[src/rtl/core/dsf_pkg.sv]
// Shared types, character codes and constant tables for the decimal string to fixed-point block.
// Depends on nothing; every other file of the block but dsf_if imports it.
package dsf_pkg;

   localparam int DSF_FRAC_BITS = 16;
   localparam int DSF_FRAC_DIGITS = 6;
   localparam logic [5:0] MAX_INT_CHARS_RESET = 6'd18;

   localparam int CSR_ADDR_W = 3;
   localparam int CSR_DATA_W = 32;
   localparam logic REG_MAX_INT_CHARS = 1'b0;

   localparam logic [7:0] CH_NUL = 8'h00;
   localparam logic [7:0] CH_NEWLINE = 8'h0A;
   localparam logic [7:0] CH_PLUS = 8'h2B;
   localparam logic [7:0] CH_MINUS = 8'h2D;
   localparam logic [7:0] CH_DOT = 8'h2E;
   localparam logic [7:0] CH_ZERO = 8'h30;
   localparam logic [7:0] CH_NINE = 8'h39;

   typedef enum logic [1:0] {
      ST_OK   = 2'd0,
      ST_LONG = 2'd1,
      ST_HEAD = 2'd2,
      ST_JUNK = 2'd3
   } dsf_status_type;

   typedef enum logic [2:0] {
      PH_START  = 3'd0,
      PH_SIGNED = 3'd1,
      PH_INT    = 3'd2,
      PH_FRAC   = 3'd3,
      PH_DONE   = 3'd4,
      PH_FAILED = 3'd5,
      PH_ENDED  = 3'd6
   } dsf_phase_type;

   typedef struct packed {
      logic           negative;
      logic           saturated;
      dsf_status_type status;
   } dsf_ctl_type;

   function automatic logic [31:0] pow10(input logic [2:0] n);
      logic [31:0] p;
      case (n)
         3'd0: p = 32'd1;
         3'd1: p = 32'd10;
         3'd2: p = 32'd100;
         3'd3: p = 32'd1000;
         3'd4: p = 32'd10000;
         3'd5: p = 32'd100000;
         3'd6: p = 32'd1000000;
         default: p = 32'd10000000;
      endcase
      return p;
   endfunction

   // bits of a fraction padded to the full digit count
   function automatic int frac_width(input int digits);
      return $clog2(pow10(3'(digits)));
   endfunction

endpackage

[src/rtl/core/dsf_if.sv]
// Valid/ready channel interfaces: character transactions in, parsed results out.
// Depends on nothing.
interface dsf_req_if;
   logic       valid;
   logic       ready;
   logic [7:0] char_code;
   logic       last_char;

   modport source(output valid, output char_code, output last_char, input ready);
   modport sink(input valid, input char_code, input last_char, output ready);
endinterface

interface dsf_rsp_if;
   logic               valid;
   logic               ready;
   logic signed [63:0] value;
   logic [1:0]         status;

   modport source(output valid, output value, output status, input ready);
   modport sink(input valid, input value, input status, output ready);
endinterface

[src/rtl/core/decimal_string_to_fixed.sv]
// Top level of the ASCII decimal string to signed fixed-point converter.
// Depends on dsf_pkg, dsf_if, dsf_csr, dsf_parser and dsf_convert.
//
// req_chan takes one character (char_code, last_char) per cycle while ready.
// On the transaction with last_char set, one result transaction leaves on
// rsp_chan: value is signed fixed point with FRAC_BITS fraction bits, status
// is ok, integer part too long, bad head or trailing junk; value is zero on
// any error and saturates on integer overflow.
// Throughput is one character per cycle while req_ready is high; each
// character is one shift-add and compare step on the parse state. The
// result passes through the parse record register, the reciprocal multiply
// stage and the correction multiply stage, then the output register.
// A stalled rsp_chan fills these stages; req_ready drops only once the parse
// record register holds a result that cannot advance.
// The csr port holds max_int_chars at byte address 0, reset to 18.
// Reset clears the parse state and all pipeline valid flags.
module decimal_string_to_fixed #(
   parameter int FRAC_BITS = dsf_pkg::DSF_FRAC_BITS,
   parameter int FRAC_DIGITS = dsf_pkg::DSF_FRAC_DIGITS
) (
   input  logic                           clock,
   input  logic                           reset,
   dsf_req_if.sink                        req_chan,
   dsf_rsp_if.source                      rsp_chan,
   input  logic                           csr_psel,
   input  logic                           csr_penable,
   input  logic                           csr_pwrite,
   input  logic [dsf_pkg::CSR_ADDR_W-1:0] csr_paddr,
   input  logic [dsf_pkg::CSR_DATA_W-1:0] csr_pwdata,
   output logic [dsf_pkg::CSR_DATA_W-1:0] csr_prdata,
   output logic                           csr_pready
);
   import dsf_pkg::*;

   localparam int DW = frac_width(FRAC_DIGITS);

   logic [5:0]          max_int_chars;
   logic                fin_valid;
   logic                fin_ready;
   dsf_ctl_type         fin_ctl;
   logic [62-FRAC_BITS:0] fin_int;
   logic [DW-1:0]       fin_frac;
   logic                req_ready;
   logic                rsp_valid;
   logic signed [63:0]  rsp_value;
   logic [1:0]          rsp_status;

   dsf_csr u_csr (
      .clock         (clock),
      .reset         (reset),
      .csr_psel      (csr_psel),
      .csr_penable   (csr_penable),
      .csr_pwrite    (csr_pwrite),
      .csr_paddr     (csr_paddr),
      .csr_pwdata    (csr_pwdata),
      .csr_prdata    (csr_prdata),
      .csr_pready    (csr_pready),
      .max_int_chars (max_int_chars)
   );

   dsf_parser #(
      .FRAC_BITS   (FRAC_BITS),
      .FRAC_DIGITS (FRAC_DIGITS)
   ) u_parser (
      .clock         (clock),
      .reset         (reset),
      .req_valid     (req_chan.valid),
      .req_ready     (req_ready),
      .char_code     (req_chan.char_code),
      .last_char     (req_chan.last_char),
      .max_int_chars (max_int_chars),
      .fin_valid     (fin_valid),
      .fin_ready     (fin_ready),
      .fin_ctl       (fin_ctl),
      .fin_int       (fin_int),
      .fin_frac      (fin_frac)
   );

   dsf_convert #(
      .FRAC_BITS   (FRAC_BITS),
      .FRAC_DIGITS (FRAC_DIGITS)
   ) u_convert (
      .clock      (clock),
      .reset      (reset),
      .fin_valid  (fin_valid),
      .fin_ready  (fin_ready),
      .fin_ctl    (fin_ctl),
      .fin_int    (fin_int),
      .fin_frac   (fin_frac),
      .rsp_valid  (rsp_valid),
      .rsp_ready  (rsp_chan.ready),
      .rsp_value  (rsp_value),
      .rsp_status (rsp_status)
   );

   assign req_chan.ready = req_ready;
   assign rsp_chan.valid = rsp_valid;
   assign rsp_chan.value = rsp_value;
   assign rsp_chan.status = rsp_status;

endmodule

[src/rtl/core/dsf_csr.sv]
// APB-style register port holding the integer-part length limit.
// Depends on dsf_pkg.
module dsf_csr (
   input  logic                           clock,
   input  logic                           reset,
   input  logic                           csr_psel,
   input  logic                           csr_penable,
   input  logic                           csr_pwrite,
   input  logic [dsf_pkg::CSR_ADDR_W-1:0] csr_paddr,
   input  logic [dsf_pkg::CSR_DATA_W-1:0] csr_pwdata,
   output logic [dsf_pkg::CSR_DATA_W-1:0] csr_prdata,
   output logic                           csr_pready,
   output logic [5:0]                     max_int_chars
);
   import dsf_pkg::*;

   logic [5:0] max_int_chars_ff;
   logic [5:0] max_int_chars_in;
   logic       hit;

   assign hit = csr_paddr[2] == REG_MAX_INT_CHARS;

   always_comb begin
      max_int_chars_in = max_int_chars_ff;
      if (csr_psel && csr_penable && csr_pwrite && hit) begin
         max_int_chars_in = csr_pwdata[5:0];
      end
   end

   always_ff @(posedge clock) begin
      if (reset) begin
         max_int_chars_ff <= MAX_INT_CHARS_RESET;
      end else begin
         max_int_chars_ff <= max_int_chars_in;
      end
   end

   assign csr_pready = 1'b1;
   assign csr_prdata = hit ? {{(CSR_DATA_W-6){1'b0}}, max_int_chars_ff} : '0;
   assign max_int_chars = max_int_chars_ff;

endmodule

[src/rtl/core/dsf_parser.sv]
// Per-character parse state machine with accumulators and the parse record register.
// Depends on dsf_pkg.
module dsf_parser #(
   parameter int FRAC_BITS = dsf_pkg::DSF_FRAC_BITS,
   parameter int FRAC_DIGITS = dsf_pkg::DSF_FRAC_DIGITS
) (
   input  logic                                          clock,
   input  logic                                          reset,
   input  logic                                          req_valid,
   output logic                                          req_ready,
   input  logic [7:0]                                    char_code,
   input  logic                                          last_char,
   input  logic [5:0]                                    max_int_chars,
   output logic                                          fin_valid,
   input  logic                                          fin_ready,
   output dsf_pkg::dsf_ctl_type                          fin_ctl,
   output logic [62-FRAC_BITS:0]                         fin_int,
   output logic [dsf_pkg::frac_width(FRAC_DIGITS)-1:0]   fin_frac
);
   import dsf_pkg::*;

   localparam int IW = 64 - FRAC_BITS;
   localparam int DW = frac_width(FRAC_DIGITS);
   localparam logic [IW-1:0] INT_CAP = {1'b1, {(IW-1){1'b0}}};
   localparam logic [2:0] FRAC_LIMIT = 3'(FRAC_DIGITS);

   dsf_phase_type  phase_ff, phase_in, phase_step;
   logic           negative_ff, negative_in, negative_step;
   logic [IW-1:0]  int_acc_ff, int_acc_in, int_acc_step;
   logic [DW-1:0]  frac_acc_ff, frac_acc_in, frac_acc_step;
   logic [2:0]     frac_count_ff, frac_count_in, frac_count_step;
   logic [5:0]     pre_dot_ff, pre_dot_in, pre_dot_step;
   logic           dot_found_ff, dot_found_in, dot_found_step;
   dsf_status_type error_ff, error_in, error_step;

   logic           fin_valid_ff, fin_valid_in;
   dsf_ctl_type    fin_ctl_ff;
   logic [IW-2:0]  fin_int_ff;
   logic [DW-1:0]  fin_frac_ff;

   logic           accept;
   logic           active, live;
   logic           is_dig, is_dot, is_sign, is_nl, is_nul;
   logic [3:0]     digit;
   logic [IW+3:0]  int_sum;
   logic [IW-1:0]  int_grow;
   logic           int_take, frac_take, count_take;
   logic           long_err, head_err, junk_err, end_head;

   assign req_ready = !fin_valid_ff || fin_ready;
   assign accept = req_valid && req_ready;

   assign is_dig = char_code inside {[CH_ZERO:CH_NINE]};
   assign is_dot = char_code == CH_DOT;
   assign is_sign = char_code inside {CH_PLUS, CH_MINUS};
   assign is_nl = char_code == CH_NEWLINE;
   assign is_nul = char_code == CH_NUL;
   assign digit = char_code[3:0];
   assign active = phase_ff != PH_ENDED;
   assign live = active && !is_nul;

   always_comb begin
      phase_step = phase_ff;
      if (active) begin
         if (is_nul) begin
            phase_step = PH_ENDED;
         end else begin
            case (phase_ff)
               PH_START: begin
                  if (is_sign) phase_step = PH_SIGNED;
                  else if (is_dig) phase_step = PH_INT;
                  else phase_step = PH_FAILED;
               end
               PH_SIGNED: begin
                  phase_step = is_dig ? PH_INT : PH_FAILED;
               end
               PH_INT: begin
                  if (is_dig) phase_step = PH_INT;
                  else if (is_dot) phase_step = PH_FRAC;
                  else if (is_nl) phase_step = PH_DONE;
                  else phase_step = PH_FAILED;
               end
               PH_FRAC: begin
                  if (is_dig) phase_step = PH_FRAC;
                  else if (is_nl) phase_step = PH_DONE;
                  else phase_step = PH_FAILED;
               end
               default: phase_step = phase_ff;
            endcase
         end
      end
      phase_in = phase_ff;
      if (accept) begin
         phase_in = last_char ? PH_START : phase_step;
      end
   end

   always_comb begin
      int_sum = (IW+4)'({int_acc_ff, 3'b000}) + (IW+4)'({int_acc_ff, 1'b0}) + (IW+4)'(digit);
      if (int_acc_ff[IW-1]) begin
         int_grow = INT_CAP;
      end else if (int_sum > (IW+4)'(INT_CAP)) begin
         int_grow = INT_CAP;
      end else begin
         int_grow = int_sum[IW-1:0];
      end

      int_take = live && is_dig &&
         (phase_ff == PH_START || phase_ff == PH_SIGNED || phase_ff == PH_INT);
      frac_take = live && is_dig && phase_ff == PH_FRAC && frac_count_ff < FRAC_LIMIT;
      count_take = live && !dot_found_ff && !is_dot;

      pre_dot_step = pre_dot_ff;
      if (count_take && pre_dot_ff != 6'd63) begin
         pre_dot_step = pre_dot_ff + 6'd1;
      end
      long_err = count_take && pre_dot_step > max_int_chars;
      dot_found_step = dot_found_ff || (live && is_dot);

      head_err = active && ((is_nul && (phase_ff == PH_START || phase_ff == PH_SIGNED)) ||
         (!is_nul && ((phase_ff == PH_START && !is_sign && !is_dig) ||
                      (phase_ff == PH_SIGNED && !is_dig))));
      junk_err = live && ((phase_ff == PH_INT && !is_dig && !is_dot && !is_nl) ||
         (phase_ff == PH_FRAC && !is_dig && !is_nl));
      end_head = last_char && (phase_step == PH_START || phase_step == PH_SIGNED);

      error_step = error_ff;
      if (long_err) error_step = ST_LONG;
      if ((head_err || end_head) && error_step == ST_OK) error_step = ST_HEAD;
      if (junk_err && error_step == ST_OK) error_step = ST_JUNK;

      negative_step = negative_ff;
      if (live && phase_ff == PH_START && is_sign) begin
         negative_step = char_code == CH_MINUS;
      end

      int_acc_step = int_take ? int_grow : int_acc_ff;
      frac_acc_step = frac_acc_ff;
      frac_count_step = frac_count_ff;
      if (frac_take) begin
         frac_acc_step = frac_acc_ff +
            DW'({28'd0, digit} * pow10(FRAC_LIMIT - 3'd1 - frac_count_ff));
         frac_count_step = frac_count_ff + 3'd1;
      end

      negative_in = negative_ff;
      int_acc_in = int_acc_ff;
      frac_acc_in = frac_acc_ff;
      frac_count_in = frac_count_ff;
      pre_dot_in = pre_dot_ff;
      dot_found_in = dot_found_ff;
      error_in = error_ff;
      if (accept) begin
         if (last_char) begin
            negative_in = 1'b0;
            int_acc_in = '0;
            frac_acc_in = '0;
            frac_count_in = '0;
            pre_dot_in = '0;
            dot_found_in = 1'b0;
            error_in = ST_OK;
         end else begin
            negative_in = negative_step;
            int_acc_in = int_acc_step;
            frac_acc_in = frac_acc_step;
            frac_count_in = frac_count_step;
            pre_dot_in = pre_dot_step;
            dot_found_in = dot_found_step;
            error_in = error_step;
         end
      end

      fin_valid_in = fin_valid_ff && !fin_ready;
      if (accept && last_char) fin_valid_in = 1'b1;
   end

   always_ff @(posedge clock) begin
      if (reset) begin
         phase_ff <= PH_START;
         negative_ff <= 1'b0;
         int_acc_ff <= '0;
         frac_acc_ff <= '0;
         frac_count_ff <= '0;
         pre_dot_ff <= '0;
         dot_found_ff <= 1'b0;
         error_ff <= ST_OK;
         fin_valid_ff <= 1'b0;
      end else begin
         phase_ff <= phase_in;
         negative_ff <= negative_in;
         int_acc_ff <= int_acc_in;
         frac_acc_ff <= frac_acc_in;
         frac_count_ff <= frac_count_in;
         pre_dot_ff <= pre_dot_in;
         dot_found_ff <= dot_found_in;
         error_ff <= error_in;
         fin_valid_ff <= fin_valid_in;
      end
   end

   always_ff @(posedge clock) begin
      if (accept && last_char) begin
         fin_ctl_ff.negative <= negative_step;
         fin_ctl_ff.saturated <= int_acc_step[IW-1];
         fin_ctl_ff.status <= error_step;
         fin_int_ff <= int_acc_step[IW-2:0];
         fin_frac_ff <= frac_acc_step;
      end
   end

   assign fin_valid = fin_valid_ff;
   assign fin_ctl = fin_ctl_ff;
   assign fin_int = fin_int_ff;
   assign fin_frac = fin_frac_ff;

   a_clear_after_last: assert property (@(posedge clock) disable iff (reset)
      accept && last_char |=> phase_ff == PH_START && error_ff == ST_OK)
      else $error("parse state not cleared after last character");

   a_frac_count_bound: assert property (@(posedge clock) disable iff (reset)
      frac_count_ff <= FRAC_LIMIT)
      else $error("fraction digit count past limit");

   a_int_cap: assert property (@(posedge clock) disable iff (reset)
      int_acc_ff <= INT_CAP)
      else $error("integer accumulator above saturation cap");

endmodule

[src/rtl/core/dsf_convert.sv]
// Fraction scaling by reciprocal multiply with one correction step, and result assembly.
// Depends on dsf_pkg.
module dsf_convert #(
   parameter int FRAC_BITS = dsf_pkg::DSF_FRAC_BITS,
   parameter int FRAC_DIGITS = dsf_pkg::DSF_FRAC_DIGITS
) (
   input  logic                                          clock,
   input  logic                                          reset,
   input  logic                                          fin_valid,
   output logic                                          fin_ready,
   input  dsf_pkg::dsf_ctl_type                          fin_ctl,
   input  logic [62-FRAC_BITS:0]                         fin_int,
   input  logic [dsf_pkg::frac_width(FRAC_DIGITS)-1:0]   fin_frac,
   output logic                                          rsp_valid,
   input  logic                                          rsp_ready,
   output logic signed [63:0]                            rsp_value,
   output logic [1:0]                                    rsp_status
);
   import dsf_pkg::*;

   localparam int F = FRAC_BITS;
   localparam int IW = 64 - FRAC_BITS;
   localparam int DW = frac_width(FRAC_DIGITS);
   localparam int RW = FRAC_BITS + 1;
   localparam logic [31:0] SCALE = pow10(3'(FRAC_DIGITS));
   localparam logic [63:0] RECIP = (64'd1 << (DW + FRAC_BITS)) / {32'd0, SCALE};
   localparam logic [DW-1:0] DIVISOR = SCALE[DW-1:0];
   localparam logic [63:0] POS_MAX = {1'b0, {63{1'b1}}};
   localparam logic [63:0] NEG_MIN = {1'b1, {63{1'b0}}};

   logic              s1_valid_ff, s1_valid_in;
   dsf_ctl_type       s1_ctl_ff;
   logic [IW-2:0]     s1_int_ff;
   logic [DW-1:0]     s1_frac_ff;
   logic [DW+RW-1:0]  s1_prod_ff;

   logic              s2_valid_ff, s2_valid_in;
   dsf_ctl_type       s2_ctl_ff;
   logic [IW-2:0]     s2_int_ff;
   logic [DW-1:0]     s2_frac_ff;
   logic [F-1:0]      s2_qest_ff;
   logic [DW+F-1:0]   s2_qc_ff;

   logic              rsp_valid_ff, rsp_valid_in;
   logic [63:0]       rsp_value_ff, rsp_value_in;
   dsf_status_type    rsp_status_ff;

   logic              out_ready, s2_ready, s1_ready;
   logic [F-1:0]      s1_qest;
   logic [DW+F-1:0]   rem;
   logic              fix;
   logic [F-1:0]      quot;
   logic [63:0]       mag;

   assign out_ready = !rsp_valid_ff || rsp_ready;
   assign s2_ready = !s2_valid_ff || out_ready;
   assign s1_ready = !s1_valid_ff || s2_ready;
   assign fin_ready = s1_ready;

   assign s1_qest = s1_prod_ff[DW +: F];

   always_comb begin
      rem = {s2_frac_ff, {F{1'b0}}} - s2_qc_ff;
      fix = rem >= (DW+F)'(DIVISOR);
      quot = s2_qest_ff + F'(fix);
      mag = {1'b0, s2_int_ff, quot};
      if (s2_ctl_ff.status != ST_OK) begin
         rsp_value_in = '0;
      end else if (s2_ctl_ff.saturated) begin
         rsp_value_in = s2_ctl_ff.negative ? NEG_MIN : POS_MAX;
      end else begin
         rsp_value_in = s2_ctl_ff.negative ? 64'd0 - mag : mag;
      end
      s1_valid_in = fin_valid || (s1_valid_ff && !s2_ready);
      s2_valid_in = s1_valid_ff || (s2_valid_ff && !out_ready);
      rsp_valid_in = s2_valid_ff || (rsp_valid_ff && !rsp_ready);
      if (!s1_ready) s1_valid_in = s1_valid_ff;
      if (!s2_ready) s2_valid_in = s2_valid_ff;
      if (!out_ready) rsp_valid_in = rsp_valid_ff;
   end

   always_ff @(posedge clock) begin
      if (reset) begin
         s1_valid_ff <= 1'b0;
         s2_valid_ff <= 1'b0;
         rsp_valid_ff <= 1'b0;
      end else begin
         s1_valid_ff <= s1_valid_in;
         s2_valid_ff <= s2_valid_in;
         rsp_valid_ff <= rsp_valid_in;
      end
   end

   always_ff @(posedge clock) begin
      if (s1_ready) begin
         s1_ctl_ff <= fin_ctl;
         s1_int_ff <= fin_int;
         s1_frac_ff <= fin_frac;
         s1_prod_ff <= fin_frac * RECIP[RW-1:0];
      end
      if (s2_ready) begin
         s2_ctl_ff <= s1_ctl_ff;
         s2_int_ff <= s1_int_ff;
         s2_frac_ff <= s1_frac_ff;
         s2_qest_ff <= s1_qest;
         s2_qc_ff <= s1_qest * DIVISOR;
      end
      if (out_ready) begin
         rsp_value_ff <= rsp_value_in;
         rsp_status_ff <= s2_ctl_ff.status;
      end
   end

   assign rsp_valid = rsp_valid_ff;
   assign rsp_value = rsp_value_ff;
   assign rsp_status = rsp_status_ff;

   a_one_correction: assert property (@(posedge clock) disable iff (reset)
      s2_valid_ff |-> rem < {1'b0, DIVISOR, {F{1'b0}}} >> (F - 1))
      else $error("reciprocal estimate off by more than one");

   a_error_zero: assert property (@(posedge clock) disable iff (reset)
      rsp_valid_ff && rsp_status_ff != ST_OK |-> rsp_value_ff == 64'd0)
      else $error("nonzero value with error status");

endmodule
[src/flat_wrapper.sv]
// flat-port wrapper written by rule: the top's interface ports become plain ports
module decimal_string_to_fixed_flat import dsf_pkg::*;
#(
   parameter int FRAC_BITS = dsf_pkg::DSF_FRAC_BITS,
   parameter int FRAC_DIGITS = dsf_pkg::DSF_FRAC_DIGITS
)
  (clock, reset, csr_psel, csr_penable, csr_pwrite, csr_paddr, csr_pwdata, csr_prdata, csr_pready, req_chan_valid, req_chan_char_code, req_chan_last_char, req_chan_ready, rsp_chan_valid, rsp_chan_value, rsp_chan_status, rsp_chan_ready);
  dsf_req_if req_chan_i ();
  dsf_rsp_if rsp_chan_i ();
  input  logic clock;
  input  logic reset;
  input  logic csr_psel;
  input  logic csr_penable;
  input  logic csr_pwrite;
  input  logic [dsf_pkg::CSR_ADDR_W-1:0] csr_paddr;
  input  logic [dsf_pkg::CSR_DATA_W-1:0] csr_pwdata;
  output logic [dsf_pkg::CSR_DATA_W-1:0] csr_prdata;
  output logic csr_pready;
  input wire logic [$bits(req_chan_i.valid)-1:0] req_chan_valid;
  input wire logic [$bits(req_chan_i.char_code)-1:0] req_chan_char_code;
  input wire logic [$bits(req_chan_i.last_char)-1:0] req_chan_last_char;
  output wire logic [$bits(req_chan_i.ready)-1:0] req_chan_ready;
  output wire logic [$bits(rsp_chan_i.valid)-1:0] rsp_chan_valid;
  output wire logic [$bits(rsp_chan_i.value)-1:0] rsp_chan_value;
  output wire logic [$bits(rsp_chan_i.status)-1:0] rsp_chan_status;
  input wire logic [$bits(rsp_chan_i.ready)-1:0] rsp_chan_ready;
  assign req_chan_i.valid = req_chan_valid;
  assign req_chan_i.char_code = req_chan_char_code;
  assign req_chan_i.last_char = req_chan_last_char;
  assign req_chan_ready = req_chan_i.ready;
  assign rsp_chan_valid = rsp_chan_i.valid;
  assign rsp_chan_value = rsp_chan_i.value;
  assign rsp_chan_status = rsp_chan_i.status;
  assign rsp_chan_i.ready = rsp_chan_ready;
  decimal_string_to_fixed #(.FRAC_BITS(FRAC_BITS), .FRAC_DIGITS(FRAC_DIGITS)) u_core (.clock(clock), .reset(reset), .req_chan(req_chan_i), .rsp_chan(rsp_chan_i), .csr_psel(csr_psel), .csr_penable(csr_penable), .csr_pwrite(csr_pwrite), .csr_paddr(csr_paddr), .csr_pwdata(csr_pwdata), .csr_prdata(csr_prdata), .csr_pready(csr_pready));
endmodule
[config.mk]
export PLATFORM = sky130hd
export DESIGN_NAME = decimal_string_to_fixed_flat
export DESIGN_NICKNAME = d
export VERILOG_FILES = /design/src/rtl/core/dsf_pkg.sv /design/src/rtl/core/dsf_if.sv /design/src/rtl/core/decimal_string_to_fixed.sv /design/src/rtl/core/dsf_csr.sv /design/src/rtl/core/dsf_parser.sv /design/src/rtl/core/dsf_convert.sv /design/src/flat_wrapper.sv
export SDC_FILE = /design/constraint.sdc
export NUM_CORES = 2
export LEC_CHECK = 0
export BUFFER_PORTS_ARGS = -buffer_cell sky130_fd_sc_hd__buf_2
export CAP_MARGIN = 0
export CORE_UTILIZATION = 30
export DETAILED_ROUTE_END_ITERATION = 10
export SLEW_MARGIN = 30
export SYNTH_ARGS = -nofsm -noshare
export SYNTH_HDL_FRONTEND = slang
export SYNTH_SLANG_ARGS = --single-unit
[constraint.sdc]
create_clock -name clock -period 11.6 [get_ports clock]
set_clock_uncertainty 0.05 [all_clocks]
set_input_delay 1.74 -clock clock [delete_from_list [all_inputs] [get_ports clock]]
set_output_delay 1.74 -clock clock [all_outputs]
set_load 0.05 [all_outputs]
Yosys cells after proc, flatten, opt, wreduce, memory -nomap -nowiden

Index checks and enable logic that the tools add are counted.
W data, S select, Z words.

Register bits after elaboration: 455
Bits of input ports: 51
Word-level logic and storage cells: 178
Output and inout port bits: 101

Order comparisons: 6
Equality and inequality tests: 16
Multiplexer cells: 34
Add/sub/neg operators: 9
Reductions and logical operators: 76
Bitwise operators: 1
$mul: 3

Operator list:

| cell                     | count |
|---|---|
| $mux W48                 | 4 |
| $mux W64                 | 3 |
| $pmux W24 S7             | 1 |
| $sub A1 B63 Y64 const A  | 1 |
| $add A51 B49 Y52         | 1 |
| $add A52 B4 Y52          | 1 |
| $gt A52 B48 Y1 const B   | 1 |
| $mux W20                 | 2 |
| $logic_and A1 B1 Y1      | 37 |
| $ge A36 B20 Y1 const B   | 1 |
| $mul A20 B17 Y36 const B | 1 |
| $sub A36 B36 Y36         | 1 |
| $mul A4 B32 Y20          | 1 |
| $mux W32                 | 1 |
| $mul A16 B14 Y30 const B | 1 |
| $mux W3                  | 10 |
| $eq A8 B6 Y1 const B     | 3 |
| $add A20 B20 Y20         | 1 |
| $mux W6                  | 3 |
| $add A16 B1 Y16          | 1 |
| $logic_or A1 B1 Y1       | 15 |
| $logic_not A1 Y1         | 14 |
| $eq A3 B2 Y1 const B     | 4 |
| $pmux W3 S4              | 1 |
| other kinds (20)         | 36 |

Depth between registers and ports, before layout

Depth after elaboration: 17
Gate-level depth with buffers: 28
Gate-level depth less buffers: 26

Hierarchy

From an unflattened synthesis, not the netlist that was laid out.

Cell total of the unflattened synthesis: 3,584
Area, all modules: 35,196.3 µm²

Modules (own cells, without submodules):

| module      | times used | cells an instance | area each (µm²) | seq. area each (µm²) |
|---|---|---|---|---|
| dsf_convert | 1          | 1,892             | 21,159.0        | 8,077.7 |
| dsf_parser  | 1          | 1,630             | 13,504.2        | 3,833.7 |
| dsf_csr     | 1          | 62                | 533.0           | 120.1 |

Worst setup path after synthesis

No wires, ideal clock.

Path kind: in2reg
From: input port req_chan_char_code[3]
To: register u_core.u_parser.fin_frac_ff[19], in the netlist u_core.u_parser.fin_frac[19], data pin
Library setup time: 0.269 ns
Buffers on the path: 2
Cell stages on the path: 19
Arrival time: 6.193 ns
Required time: 11.281 ns
Slack: 5.088 ns
Path through: clkbuf_1 > clkbuf_1 > nand3_1 > fa_1 > fa_1 > fa_1 > inv_1 > ha_1 > nor2b_1 > o21ai_0 > a21oi_1 > o21a_1 > o2111ai_1 > a41oi_1 > a21o_1 > a41o_1 > o41ai_1 > xnor2_1 > o21ai_0

Word-level cells in the longest chain between the ends: 7
Elaborated cells between the ends (all ways): 12
Those cells by class: 1 x add/sub; 1 x mul; 2 x order compare; 1 x mux; 7 x reduce/logical

RTL lines:

| element                                                                 | line               | RTL |
|---|---|---|
| start: declaration                                                      | flat_wrapper.sv:20 | `input wire logic [$bits(req_chan_i.char_code)-1:0] req_chan_char_code;` |
| parallel branches: the longest is 6 deep, another holds $mul A4 B32 Y20 | -                  |  |
| $mux W20 (*)                                                            | dsf_parser.sv:140  | `if (frac_take) begin` |
| net u_core.u_parser.frac_acc_step[19]                                   | dsf_parser.sv:30   | `logic [DW-1:0] frac_acc_ff, frac_acc_in, frac_acc_step;` |
| end signal: assignment                                                  | dsf_parser.sv:207  | `fin_frac_ff <= frac_acc_step;` |
| end: declaration                                                        | dsf_parser.sv:39   | `logic [DW-1:0] fin_frac_ff;` |

Mark *: on every way through the listed nets, which the timed path passes.
A chain may end at the register's enable or synchronous reset.

Worst setup path in the final report

From: register u_core.u_convert.s2_qest_ff[2]
To: register u_core.u_convert.rsp_value_ff[59], in the netlist u_core.u_convert.rsp_value[59], data pin

Word-level cells in the longest chain between the ends: 4

RTL lines:

| element                  | line               | RTL |
|---|---|---|
| start: declaration       | dsf_convert.sv:41  | `logic [F-1:0] s2_qest_ff;` |
| start signal: assignment | dsf_convert.sv:105 | `s2_qest_ff <= s1_qest;` |
| $add A16 B1 Y16          | dsf_convert.sv:65  | `quot = s2_qest_ff + F'(fix);` |
| $sub A1 B63 Y64          | dsf_convert.sv:72  | `rsp_value_in = s2_ctl_ff.negative ? 64'd0 - mag : mag;` |
| $mux W64                 | dsf_convert.sv:72  |  |
| $mux W64                 | dsf_convert.sv:69  | `end else if (s2_ctl_ff.saturated) begin` |
| end signal: assignment   | dsf_convert.sv:109 | `rsp_value_ff <= rsp_value_in;` |
| end: declaration         | dsf_convert.sv:45  | `logic [63:0] rsp_value_ff, rsp_value_in;` |

No other way between the ends.

==> run_results.csv <==
group,metric,value,unit
clock_network,cts_setup_buffers,0,
timing,post-route-period-util,65.5,%
clock_network,cts_made_buffers,47,
timing,min_period,7.60,ns
drt,vias,22778,
worst_hold_path,hold-path-endpoint,"u_core.u_convert.s2_frac_ff[19]",
grt,overflow,0,
timing,relSlewSlack,34.6,%
floorplanning,initial_core_util,30.3,%
critical_path,start_kind,"register",
critical_path,worst-setup-path-type,"register to register",
cells_and_area,n_antenna_cell,0,
timing,finalSetupTns,0,ns
cells_and_area,drive_above_1_share,7.42,%
placement,dp_cells,4663,
grt,grt_first_pass_wirelength,121000,µm
grt,grt_usage,13.3,%
cells_and_area,layoutNonFillerInstCount,4752,
drt,wire_per_inst,15.6,µm
placement,numPortBuffers,96,
floorplanning,pin_count,152,
critical_path,end_kind,"register",
synthesis,synth_edf_count,338,
status,status,"complete, no violations",
synthesis,postSynth.asyncResetShare,0,%
floorplanning,dieArea,112000,µm²
grt,grt_pass1_vias,22404,
clock_network,cts.sinks,432,
synthesis,synthMuxAreaShare,1.19,%
critical_path,r2r_end,"u_core.u_convert.rsp_value[59]",
synthesis,ys_ff_latch,432,
worst_hold_path,min-delay-start,"u_core.u_convert.s1_frac_ff[19]",
critical_path,rr_worst_depth,22,
worst_hold_path,hold_depth,0,
critical_path,crit_arrival,7.89,ns
grt,antenna_found_initial,2,
critical_path,worst_ep_required_time,11.89,ns
clock_network,root_buffer,"clkbuf_16",
synthesis,ys_types,85,
synthesis,yosysWarnings,0,
synthesis,synthesis.area,33100,µm²
flow_run,drv_cap,0,
placement,placed_cell_area,35100,µm²
synthesis,syn_avg_cell_area,10.4,µm²
floorplanning,rows,121,
floorplanning,die_h,334,µm
cells_and_area,finalNetCount,3897,
drt,dr.pass1.iters,5,
timing,setup_viol,0,
timing,worstMarginPinSlew,0.968,ns
synthesis,seq_area_frac_synth,36.3,%
drt,drtIter0Drc,1349,
clock_network,cts_tree,"yes",
grt,grt_max_degree,73,
critical_path,worst-r2r-setup-slack,4.00,ns
timing,rsz0062_at_grt,"false",
clock_network,cts_hold_buf,0,
placement,gp_congestion,0.852,
synthesis,synth_xor_area_share,3.89,%
clock_network,clk_pin_slew,0.06,ns
timing,finalMaxSlewViolations,0,
worst_hold_path,min_path_type,"register to register",
clock_network,post_cts_resized,0,
cells_and_area,final_cell_mix,"ha_1 (395), inv_1 (389), edfxtp_1 (338), nor2_1 (277), fa_1 (214)",
timing,max_freq,132,MHz
timing,hold_violations,0,
critical_path,r2r-start,"u_core.u_convert.s2_qest_ff[2]",
clock_network,htreeDepth,2,
cells_and_area,utilization,33.6,%
synthesis,synth-adder-area-share,27.9,%
drt,wl,74000,µm
drt,ant_nets,0,
clock_network,cts.path.max_buffers,3,
floorplanning,core,109000,µm²
placement,dp_hpwl,56400,µm
critical_path,critPathMaxFanout,9,
floorplanning,die_x,334,µm
synthesis,synthFlopType,"edfxtp_1",
synthesis,synthCells,3183,
drt,drc,0,
synthesis,synth-compound-area-share,12.3,%
synthesis,yosys.area_share.simple,12.0,%
cells_and_area,area_delta_synth_final,10.9,%
drt,avgViaCountPerCell,4.79,
cells_and_area,fillerInstances,10985,
cells_and_area,final_common_cell,"ha_1",
cells_and_area,design_area,36700,µm²
clock_network,clk_latency,0.61,ns
synthesis,synth_top_family_by_area,"adder cells",
[flip-flops by register name, summed over array words and instances (netlist names), 20 cells and up]
name	cells
u_core.u_parser.frac_acc_ff	20
u_core.u_convert.s2_int_ff	47
u_core.u_convert.s2_frac_ff	20
u_core.u_parser.fin_frac	20
u_core.u_convert.s2_qc_ff	27
u_core.u_convert.s1_int_ff	47
u_core.u_parser.int_acc_ff	48
u_core.u_parser.fin_int	47
u_core.u_convert.s1_frac_ff	20
u_core.u_convert.rsp_value	64
[metrics by stage]
step                      setup slack (ns)  hold slack [ns]
after floorplan                       5.09            0.350
after global placement                4.02            0.352
after detailed placement              3.95            0.355
after CTS                             3.93            0.362
after global routing                  3.41            0.365
final                                 4.00            0.363
[per-layer routing]
| layer | up-vias | global-route usage [%] | share of wire, % |
|---|---|---|---|
| li1 | 11266 | - | - |
| met1 | 11062 | 19.2 | 49 |
| met2 | 371 | 21.0 | 45 |
| met3 | 79 | 1.98 | 4.2 |
| met4 | 0 | 2.94 | 1.9 |
| met5 | - | 0 | 0 |
[how the worst max path moves through the flow]
stage	cells past startpoint	slack, ns	endpoint	start
2_1_floorplan	19	5.09	u_core.u_parser.fin_frac[19]	req_chan_char_code[3]
3_3_place_gp	22	4.02	u_core.u_convert.rsp_value[59]	u_core.u_convert.s2_qest_ff[2]
3_5_place_dp	22	3.95	u_core.u_convert.rsp_value[59]	u_core.u_convert.s2_qest_ff[2]
4_1_cts	22	3.93	u_core.u_convert.rsp_value[59]	u_core.u_convert.s2_qest_ff[2]
5_1_grt	22	3.41	u_core.u_convert.rsp_value[50]	u_core.u_convert.s2_qest_ff[1]
6_report	22	4.00	u_core.u_convert.rsp_value[59]	u_core.u_convert.s2_qest_ff[2]
[cells in the mapped netlist (35+ instances only)]
library cell,n,area [µm²]
mux2i_1,37,370
inv_1,391,1470
nand2_1,213,800
a32o_1,37,370
o21ai_0,123,616
a21o_1,35,263
nor3_1,61,305
a22o_1,37,324
fa_1,214,4280
edfxtp_1,338,10100
clkbuf_1,94,353
nand3_1,56,280
xor2_1,56,490
xnor2_1,91,797
dfxtp_1,94,1880
nor2_1,278,1040
a21oi_1,154,771
ha_1,395,4940
[kinds of logic after synthesis]
logic type | after synthesis
AOI/OAI and AO/OA | 598
xor gates and xnor gates | 147
adders and majority gates | 609
buffers and inverters | 528
DFF | 432
muxes | 39
other | 2
and+or+nand+nor | 828
[cell type report]
class | count | area [µm²] | share of cell area, %
multi-input combinational | 2248 | 19100 | 52.0
sequential | 432 | 12000 | 32.8
tap | 1476 | 1850 | 5.03
inverter | 391 | 1470 | 4.00
clock buffer | 55 | 1210 | 3.29
timing repair buffer | 117 | 651 | 1.77
clock inverter | 33 | 420 | 1.15
[critical path, stage by stage (launching register included)]
cell and delay, ns:
edfxtp_1 0.51, or4_1 0.61, nor4_1 0.44, o2111ai_1 0.20
a31oi_1 0.33, a22o_1 0.25, o41a_1 0.17, nand3_1 0.10
a2111oi_0 0.52, nand4_1 0.33, ha_1 0.35, ha_1 0.27
xor2_1 0.20, or3_1 0.39, or2_2 0.34, a2111oi_4 0.38
nand4_1 0.26, or3_1 0.54, or2_1 0.44, nor3_2 0.26
nor4_1 0.07, a311oi_1 0.27, nor2_1 0.06
Power is not shown: default switching activity piles up to over one toggle a cycle in this logic, so the estimate is an artifact.
